File: config.mk
export PLATFORM = sky130hd
export DESIGN_NAME = dle_etx_frame_deframer
export DESIGN_NICKNAME = d
export VERILOG_FILES = /design/src/rtl/dle_pkg.sv /design/src/rtl/dle_etx_frame_deframer.sv
export SDC_FILE = /design/constraint.sdc
export NUM_CORES = 1
export LEC_CHECK = 0
export BUFFER_PORTS_ARGS = -buffer_cell sky130_fd_sc_hd__buf_2
export CORE_UTILIZATION = 50
export DETAILED_ROUTE_END_ITERATION = 12
export PLACE_DENSITY = 0.73
export REMOVE_ABC_BUFFERS = 1
export SLEW_MARGIN = 25
export SYNTH_ARGS = -nofsm -noshare
export SYNTH_HDL_FRONTEND = slang
export SYNTH_SLANG_ARGS = --single-unit
export TNS_END_PERCENT = 5
File: constraint.sdc
create_clock -name clk -period 5.1 [get_ports clk]
set_clock_uncertainty 0.2 [all_clocks]
set_input_delay 0.51 -clock clk [delete_from_list [all_inputs] [get_ports clk]]
set_output_delay 0.51 -clock clk [all_outputs]
set_load 0.02 [all_outputs]
File: src/rtl/dle_pkg.sv
// Package for the DLE/ETX deframer: sync state encoding and register indexes.
// No dependencies; imported by dle_etx_frame_deframer.
`timescale 1ns / 1ps
`default_nettype none

package dle_pkg;

    // Register indexes on the write port
    localparam int unsigned REG_IDX_W = 2;
    localparam logic [REG_IDX_W-1:0] REG_ESCAPE_CODE = 2'd0;
    localparam logic [REG_IDX_W-1:0] REG_END_CODE    = 2'd1;
    localparam logic [REG_IDX_W-1:0] REG_ENABLE      = 2'd2;

    // Reset values of the configuration registers
    localparam logic [7:0] ESCAPE_CODE_RST = 8'h10;
    localparam logic [7:0] END_CODE_RST    = 8'h03;

    // Result kinds
    localparam logic KIND_PAYLOAD = 1'b0;
    localparam logic KIND_END     = 1'b1;

    typedef enum logic [2:0] {
        ST_SEEK_PLAIN = 3'd0,
        ST_SEEK_ESC   = 3'd1,
        ST_SEEK_END   = 3'd2,
        ST_IDLE       = 3'd3,
        ST_BODY       = 3'd4,
        ST_BODY_ESC   = 3'd5
    } sync_state_t;

endpackage : dle_pkg

`default_nettype wire

File: src/rtl/dle_etx_frame_deframer.sv
// DLE/ETX deframer top level: sync state machine, frame counter, result register.
// Depends on dle_pkg.
`timescale 1ns / 1ps
`default_nettype none

// The deframer takes one received byte per request on the input channel and
// strips DLE/ETX framing. After reset it resynchronises: it waits for a byte
// that is neither escape nor end code, then for an escape directly followed
// by an end code; from then on an escape opens a frame. Inside a frame a
// doubled escape gives one escape payload byte, escape then end code closes
// the frame, and escape then any other byte gives that byte. Each kept
// payload byte leaves as a request with kind 0 and its index in the frame;
// the frame end leaves as a request with kind 1, the kept length and an
// overflow flag. Payload bytes past FRAME_CAPACITY are dropped and flagged.
// Rate: one byte per clock cycle while results are taken; each result is
// registered in the cycle after acceptance. All the decoding is one state
// transition and one counter increment between the input handshake and the
// output register; in_ready falls only while that register holds a result
// that the consumer is not taking. Configuration writes take effect from the
// next byte; with enable at 0 bytes are accepted and dropped. There is no
// clearing pass after reset.
module dle_etx_frame_deframer
    import dle_pkg::*;
#(
    parameter int unsigned FRAME_CAPACITY = 256
)
(
    input  wire logic                 clk,
    input  wire logic                 rst_n,

    // configuration write port
    input  wire logic                 wr_en,
    input  wire logic [REG_IDX_W-1:0] wr_index,
    input  wire logic [7:0]           wr_data,

    // received bytes
    input  wire logic                 in_valid,
    output logic                      in_ready,
    input  wire logic [7:0]           rx_byte,

    // deframed results
    output logic                      out_valid,
    input  wire logic                 out_ready,
    output logic                      kind,
    output logic [7:0]                data_byte,
    output logic [7:0]                byte_index,
    output logic [8:0]                frame_length,
    output logic                      overflow
);

    // Counter holds 0..FRAME_CAPACITY inclusive
    localparam int unsigned CNT_W = $clog2(FRAME_CAPACITY + 1);
    localparam int unsigned EXT_W = CNT_W + 9;
    localparam logic [CNT_W-1:0] CAP = CNT_W'(FRAME_CAPACITY);

    // ------------------------------------------------------------------
    // Configuration registers
    // ------------------------------------------------------------------
    logic [7:0] escape_code_reg;
    logic [7:0] end_code_reg;
    logic       enable_reg;

    always_ff @(posedge clk or negedge rst_n)
    begin
        if (!rst_n)
        begin
            escape_code_reg <= ESCAPE_CODE_RST;
            end_code_reg    <= END_CODE_RST;
            enable_reg      <= 1'b1;
        end
        else if (wr_en)
        begin
            // an index beyond the list falls through and is ignored
            unique case (wr_index)
                REG_ESCAPE_CODE: escape_code_reg <= wr_data;
                REG_END_CODE:    end_code_reg    <= wr_data;
                REG_ENABLE:      enable_reg      <= wr_data[0];
                default:         ;
            endcase
        end
    end

    // ------------------------------------------------------------------
    // Handshake
    // ------------------------------------------------------------------
    logic out_valid_reg;
    logic in_accept;
    logic step;

    // Take a new byte whenever the result register is empty or being drained
    assign in_ready  = !out_valid_reg || out_ready;
    assign in_accept = in_valid && in_ready;
    // A byte only moves the state when the block is enabled
    assign step      = in_accept && enable_reg;

    // ------------------------------------------------------------------
    // Sync state machine and frame counter
    // ------------------------------------------------------------------
    sync_state_t      state_reg, state_next;
    logic [CNT_W-1:0] byte_count_reg, byte_count_next;
    logic             overflow_seen_reg, overflow_seen_next;

    logic             is_esc, is_end, is_full;
    logic             emit;
    logic             kind_next;
    logic [7:0]       data_byte_next;
    logic [7:0]       byte_index_next;
    logic [8:0]       frame_length_next;
    logic             overflow_next;
    logic [EXT_W-1:0] count_ext;

    assign is_esc    = (rx_byte == escape_code_reg);
    assign is_end    = (rx_byte == end_code_reg);
    assign is_full   = (byte_count_reg >= CAP);
    // Widen before slicing so that small capacities zero-fill the fields
    assign count_ext = EXT_W'(byte_count_reg);

    always_comb
    begin
        state_next         = state_reg;
        byte_count_next    = byte_count_reg;
        overflow_seen_next = overflow_seen_reg;
        emit               = 1'b0;
        kind_next          = KIND_PAYLOAD;
        data_byte_next     = rx_byte;
        byte_index_next    = count_ext[7:0];
        frame_length_next  = 9'd0;
        overflow_next      = 1'b0;

        if (step)
        begin
            unique case (state_reg)
                ST_SEEK_PLAIN:
                begin
                    if (!is_esc && !is_end)
                        state_next = ST_SEEK_ESC;
                end
                ST_SEEK_ESC:
                begin
                    if (is_esc)
                        state_next = ST_SEEK_END;
                end
                ST_SEEK_END:
                begin
                    state_next = is_end ? ST_IDLE : ST_SEEK_ESC;
                end
                ST_IDLE:
                begin
                    if (is_esc)
                        state_next = ST_BODY_ESC;
                end
                ST_BODY:
                begin
                    // escape test first, so equal codes count as escape here
                    if (is_esc)
                        state_next = ST_BODY_ESC;
                    else if (is_full)
                        overflow_seen_next = 1'b1;
                    else
                    begin
                        emit            = 1'b1;
                        byte_count_next = byte_count_reg + CNT_W'(1);
                    end
                end
                ST_BODY_ESC:
                begin
                    // end code test first after an escape
                    if (is_end)
                    begin
                        emit               = 1'b1;
                        kind_next          = KIND_END;
                        data_byte_next     = 8'd0;
                        byte_index_next    = 8'd0;
                        frame_length_next  = count_ext[8:0];
                        overflow_next      = overflow_seen_reg;
                        byte_count_next    = '0;
                        overflow_seen_next = 1'b0;
                        state_next         = ST_IDLE;
                    end
                    else
                    begin
                        state_next = ST_BODY;
                        if (is_full)
                            overflow_seen_next = 1'b1;
                        else
                        begin
                            emit            = 1'b1;
                            byte_count_next = byte_count_reg + CNT_W'(1);
                        end
                    end
                end
                default:
                begin
                    state_next = ST_SEEK_PLAIN;
                end
            endcase
        end
    end

    always_ff @(posedge clk or negedge rst_n)
    begin
        if (!rst_n)
        begin
            state_reg         <= ST_SEEK_PLAIN;
            byte_count_reg    <= '0;
            overflow_seen_reg <= 1'b0;
        end
        else
        begin
            state_reg         <= state_next;
            byte_count_reg    <= byte_count_next;
            overflow_seen_reg <= overflow_seen_next;
        end
    end

    // ------------------------------------------------------------------
    // Result register
    // ------------------------------------------------------------------
    logic       out_valid_next;
    logic       kind_reg;
    logic [7:0] data_byte_reg;
    logic [7:0] byte_index_reg;
    logic [8:0] frame_length_reg;
    logic       overflow_reg;

    always_comb
    begin
        priority if (in_accept)
            out_valid_next = emit;
        else if (out_ready)
            out_valid_next = 1'b0;
        else
            out_valid_next = out_valid_reg;
    end

    always_ff @(posedge clk or negedge rst_n)
    begin
        if (!rst_n)
            out_valid_reg <= 1'b0;
        else
            out_valid_reg <= out_valid_next;
    end

    // Load payload only with a fresh result; hold it while stalled
    always_ff @(posedge clk)
    begin
        if (emit)
        begin
            kind_reg         <= kind_next;
            data_byte_reg    <= data_byte_next;
            byte_index_reg   <= byte_index_next;
            frame_length_reg <= frame_length_next;
            overflow_reg     <= overflow_next;
        end
    end

    assign out_valid    = out_valid_reg;
    assign kind         = kind_reg;
    assign data_byte    = data_byte_reg;
    assign byte_index   = byte_index_reg;
    assign frame_length = frame_length_reg;
    assign overflow     = overflow_reg;

    // ------------------------------------------------------------------
    // Assertions
    // ------------------------------------------------------------------
    a_count_bound: assert property (@(posedge clk) disable iff (!rst_n)
        byte_count_reg <= CAP)
        else $error("frame counter above capacity");

    a_overflow_full: assert property (@(posedge clk) disable iff (!rst_n)
        overflow_seen_reg |-> byte_count_reg == CAP)
        else $error("overflow flagged with room left in the frame");

    a_outside_frame_empty: assert property (@(posedge clk) disable iff (!rst_n)
        (state_reg == ST_SEEK_PLAIN || state_reg == ST_SEEK_ESC ||
         state_reg == ST_SEEK_END || state_reg == ST_IDLE)
        |-> (byte_count_reg == '0 && !overflow_seen_reg))
        else $error("frame state left over outside a frame");

    a_end_clears: assert property (@(posedge clk) disable iff (!rst_n)
        (emit && kind_next == KIND_END) |=>
        (state_reg == ST_IDLE && byte_count_reg == '0 && out_valid_reg))
        else $error("frame end did not clear the counter");

    a_end_fields: assert property (@(posedge clk) disable iff (!rst_n)
        (out_valid_reg && kind_reg == KIND_END) |->
        (data_byte_reg == 8'd0 && byte_index_reg == 8'd0))
        else $error("end marker carries payload fields");

endmodule : dle_etx_frame_deframer

`default_nettype wire
; ---- Word-level counts from Yosys, hierarchy flattened
; Cells that the tools add are included.
[classes]
addsub = 1
magnitude_cmp = 1
eq_ne = 13
mux = 28
n_reduce_logical = 19
[ops]
columns = operator, count
row1 = two-way mux 8 bit, 6
row2 = two-way mux 9 bit, 3
row3 = case mux 9 bit (2 select lines), 1
row4 = == test 8 bit, 2
row5 = case mux 3 bit (5 select lines), 1
row6 = two-way mux 3 bit, 4
row7 = two-way mux 1 bit, 10
row8 = "adder 9 x 1 -> 9 bit, second input constant", 1
row9 = ">= comparator 9 bit, second input constant", 1
row10 = AND reduction 2 bit, 4
row11 = "== test 3 x 2 -> 1 bit, second input constant", 2
row12 = "== test 3 bit, second input constant", 2
row13 = "!= test 2 bit, second input constant", 3
row14 = AND reduction 3 bit, 2
row15 = case mux 1 bit (2 select lines), 2
row16 = AND reduction 4 bit, 1
row17 = nonzero test 2 bit, 2
row18 = "== test 3 x 1 -> 1 bit, second input constant", 1
row19 = logical AND 1 bit, 3
row20 = zero test 1 bit, 3
row21 = zero test 3 bit, 1
row22 = "== test 2 x 1 -> 1 bit, second input constant", 1
row23 = "== test 2 bit, second input constant", 1
row24 = zero test 2 bit, 1
row25 = 4 further kinds, 4
[word_totals]
ff_bits = 58
input_bits = 23
output_inout_bits = 29
word_cells = 74

; ---- Depth between registers and ports, before layout
[logic_depth]
word_depth = 6
mapped_depth = 6
depth_no_buf = 6

; ---- Least setup slack after synthesis
; No wires, ideal clock.
[synth_timing]
kind = in2reg
from = input rx_byte[5]
to = register byte_index_reg[0] (netlist: byte_index[0]), enable pin
setup_time_ps = 384
arrival_ps = 1982
t_required_ps = 4516
setup_slack_ps = 2534
path_stages = 5
n_path_buf = 1
path_cell_list = xor2_1 > nor4_4 > nand4_1 > clkbuf_1 > nand2_1
[synth_between]
elab_chain_cells = 4
elab_cells_between_ends = 6
[synth_rtl]
columns = element, line_no
row1 = from (decl), dle_etx_frame_deframer.sv:39  ; input wire logic [7:0] rx_byte,
row2 = "== test 8 bit, on equally long branches", "dle_etx_frame_deframer.sv:113, dle_etx_frame_deframer.sv:112"
row3 = "two-way mux 1 bit, on equally long branches", "dle_etx_frame_deframer.sv:168, dle_etx_frame_deframer.sv:155"
row4 = case mux 1 bit (2 select lines) *, dle_etx_frame_deframer.sv:132  ; unique case (state_reg)
row5 = two-way mux 1 bit *, dle_etx_frame_deframer.sv:130  ; if (step)
row6 = net emit, dle_etx_frame_deframer.sv:104  ; logic emit;
row7 = to (signal assigned), dle_etx_frame_deframer.sv:251  ; byte_index_reg <= byte_index_next;
row8 = to (decl), dle_etx_frame_deframer.sv:222  ; logic [7:0] byte_index_reg;
; The timed path passes the listed nets; every way through them passes the cells marked *.
; A chain may end at the register's enable or synchronous reset.

; ---- Worst setup path in the final report
[layout_timing]
from = register escape_code_reg[4]
to = register frame_length_reg[3] (netlist: frame_length[3]), enable pin
[layout_between]
elab_chain_cells = 4
[layout_rtl]
columns = element, line_no
row1 = from (decl), dle_etx_frame_deframer.sv:59  ; logic [7:0] escape_code_reg;
row2 = from (signal assigned), dle_etx_frame_deframer.sv:75  ; REG_ESCAPE_CODE: escape_code_reg <= wr_data;
row3 = == test 8 bit, dle_etx_frame_deframer.sv:112  ; assign is_esc = (rx_byte == escape_code_reg);
row4 = two-way mux 1 bit, dle_etx_frame_deframer.sv:155  ; if (is_esc)
row5 = case mux 1 bit (2 select lines), dle_etx_frame_deframer.sv:132
row6 = two-way mux 1 bit, dle_etx_frame_deframer.sv:130
row7 = net emit, dle_etx_frame_deframer.sv:104
row8 = to (signal assigned), dle_etx_frame_deframer.sv:252  ; frame_length_reg <= frame_length_next;
row9 = to (decl), dle_etx_frame_deframer.sv:223  ; logic [8:0] frame_length_reg;
; The timed path passes the listed nets, and every way through them passes these cells.

==> results.sh <==
export IMPL_boundaryPins=52
export IMPL_fin_area_um2=3214
export IMPL_num_rows=26
export IMPL_insertedDiodeCount=0
export IMPL_ys_seq_area_share_pct=59.44
export IMPL_cap_violations=0
export IMPL_synth_avg_cell_area_um2=12.94
export IMPL_synthSimpleGateAreaFrac_pct=16.92
export IMPL_finalWirelength_um=4524
export IMPL_setup_ws_ns=2.683
export IMPL_grt_pass1_vias=1568
export IMPL_wl_per_cell_um=13.23
export IMPL_ctsHoldBuffers=0
export IMPL_grt_pass1_wl_um=7279
export IMPL_hp_class="input port to asynchronous set/reset pin"
export IMPL_tightest_slew_ns=0.6977
export IMPL_netlist_area_um2=2678
export IMPL_die_height_um=75.18
export IMPL_nets=292
export IMPL_status="completed"
export IMPL_fmax_ghz=0.4137
export IMPL_slew_headroom_pct=53.49
export IMPL_crit_path_start_kind="flip-flop"
export IMPL_start_util_pct=52.09
export IMPL_cts_inserted_buffers=9
export IMPL_fillers=426
export IMPL_setup_violations=0
export IMPL_io_buffers=51
export IMPL_die_w_um=75.18
export IMPL_worstPathMaxFanout=19
export IMPL_p_leak_nw=1.272
export IMPL_synth_ff_type="edfxtp_1"
export IMPL_clkTransAtPathRegs_ns=0.06
export IMPL_synth_area_leaders="edfxtp_1, dfrtp_1, mux2_2"
export IMPL_setup_tns_ns=0
export IMPL_r2r_start="escape_code_reg[4]$_DFFE_PN1P_"
export IMPL_r2r_setup_slack_ns=2.68
export IMPL_fin_util_pct=62.54
export IMPL_grt_util_all_layers_pct=18.18
export IMPL_pwr_density_cell_nw_per_um2=338.8
export IMPL_insertion_delay_ns=0.34
export IMPL_yosysUniqueCellTypes=44
export IMPL_viasPerCell=5.190
export IMPL_fp_coreArea_um2=5140
export IMPL_ir_drop_uv=369.0
export IMPL_area_delta_synth_final_pct=20.05
export IMPL_tritoncts="yes"
export IMPL_drcViolationCount=0
export IMPL_cts_resized=0
export IMPL_crit_start="escape_code_reg[4]$_DFFE_PN1P_"
export IMPL_dieArea_um2=5652
export IMPL_slew_violations=0
export IMPL_critical_path_arrival_ns=2.29
export IMPL_cp_end_kind="flip-flop"
export IMPL_grt_ovfl_total=0
export IMPL_synth_cells=207
export IMPL_antenna_left=0
export IMPL_postPlaceCellArea_um2=3012
export IMPL_synth_edf_count=27
export IMPL_async_flop_share_pct=53.45
export IMPL_synth_top_family_by_area="simple AND/OR/NAND/NOR gates"
export IMPL_postCtsSetupBuffers=0
export IMPL_antenna_found_initial=0
export IMPL_clockRootBuffer="clkbuf_8"
export IMPL_rsz0062_at_grt="no"
export IMPL_final_common_cell="buf_2"
export IMPL_muxShareOfSynthArea_pct=7.570
export IMPL_yosys_warnings=0
export IMPL_h_tree_depth=3
export IMPL_critical_path_class="flip-flop to flip-flop"
export IMPL_synth_top_area_share_pct=30.28
export IMPL_first_iter_violations=64
export IMPL_ctsLongestPathBuffers=2
export IMPL_synth_adder_area_share_pct=0.9346
export IMPL_via_count=1775
export IMPL_critPathRequiredTime_ns=4.98
export IMPL_place_congestion=0.8495
export IMPL_drt_pass1_iterations=4
export IMPL_drive_gt1_share_pct=35.66
export IMPL_timing_final_crit_share_pct=47.40
export IMPL_finalHoldViolCount=0
export IMPL_synth_compound_area_share_pct=7.150
export IMPL_dp_final_hpwl_um=3256
export IMPL_ys_seq_elements=58
export IMPL_mostFrequentLayoutCells="buf_2, dfrtp_1, edfxtp_1, and2_1, mux2_2"
export IMPL_totalPowerFinal_w=0.001089
export IMPL_grt_max_degree=32
export IMPL_synth_xor_area_share_pct=5.561
export IMPL_cts_sinks=58
export IMPL_yosysTopAreaCell="edfxtp_1"
export IMPL_place_ws_ns=2.513
export IMPL_min_period_ns=2.417
synthesized netlist by cell type (2+ instances only):
master     instances
dfrtp_1           27
edfxtp_1          27
and2_1            20
mux2_2            18
nor2_1            13
xnor2_1            9
inv_1              8
xor2_1             8
nand2_1            7
o21ai_0            7
a21oi_1            5
dfstp_2            4
nand3_1            4
nand4_1            4
or3_1              4
a2bb2oi_1          3
o31ai_1            3
clkbuf_1           2
ha_1               2
nand2b_4           2
nand3b_1           2
nor3_1             2
nor4_4             2
o21a_1             2
or2_2              2
or4_1              2
stage by stage:
stage / hold slack [ns] / cells
final: 0.01406 / 342
after global routing: 0.08310 / 342
after CTS: 0.03550 / 342
after detailed placement: 0.3170 / 326
after global placement: 0.3092 / 326
after floorplan: 0.01441 / 202
path summary, 6_finish.rpt:
| check | cells after the start | end |
|---|---|---|
| max | 6 | frame_length[3]$_SDFFCE_PN0P_ |
| min | 1 | byte_count_reg[3]$_DFFE_PN0P_ |
| max reg2reg | 6 | frame_length[3]$_SDFFCE_PN0P_ |
| min in group clk | 2 | end_code_reg[1]$_DFFE_PN1P_ |
| max in group asynchronous | 1 | escape_code_reg[0]$_DFFE_PN0P_ |
| min reg2reg | 1 | escape_code_reg[0]$_DFFE_PN0P_ |
where the power goes:
part           total [W]  switching [W]  internal [W]  leakage [nW]
sequential      0.000542      0.0000218      0.000520         0.565
combinational   0.000108      0.0000523     0.0000560         0.608
clock           0.000438       0.000166      0.000272        0.0997
kinds of logic after synthesis:
logic type	count (synthesis)
XOR/XNOR	17
flip-flops	58
adder cells (fa/ha/maj)	2
buffers and inverters	14
multiplexers	18
AND/OR/NAND/NOR	70
AO/OA/AOI/OAI	28
layout make-up:
cell class / count / area [um^2] / area share (%)
inverters: 9 / 33.78 / 1.051
flip-flops and latches: 58 / 1592 / 49.51
well taps: 70 / 87.58 / 2.725
repair buffers: 54 / 277.8 / 8.641
multi-input cells: 135 / 1021 / 31.76
clock inverters: 4 / 67.56 / 2.102
clock buffers: 12 / 135.1 / 4.204
worst max-delay path, cell delays in order, from the launching register on:
cell      delay [ns]
dfstp_2         0.54
xnor2_1         0.12
nand4_1         0.23
o311ai_1        0.32
buf_4           0.22
nand2_1         0.23
buf_4           0.30
layer usage:
layer / vias to the layer above / part of all wire [%] / global-route usage (%)
li1: 869 / - / -
met1: 840 / 42 / 21.81
met2: 55 / 50 / 29.83
met3: 11 / 5.4 / 5.221
met4: 0 / 2.2 / 9.671
met5: - / 0 / 0
Note: power is estimated with default switching activity, not from simulation.
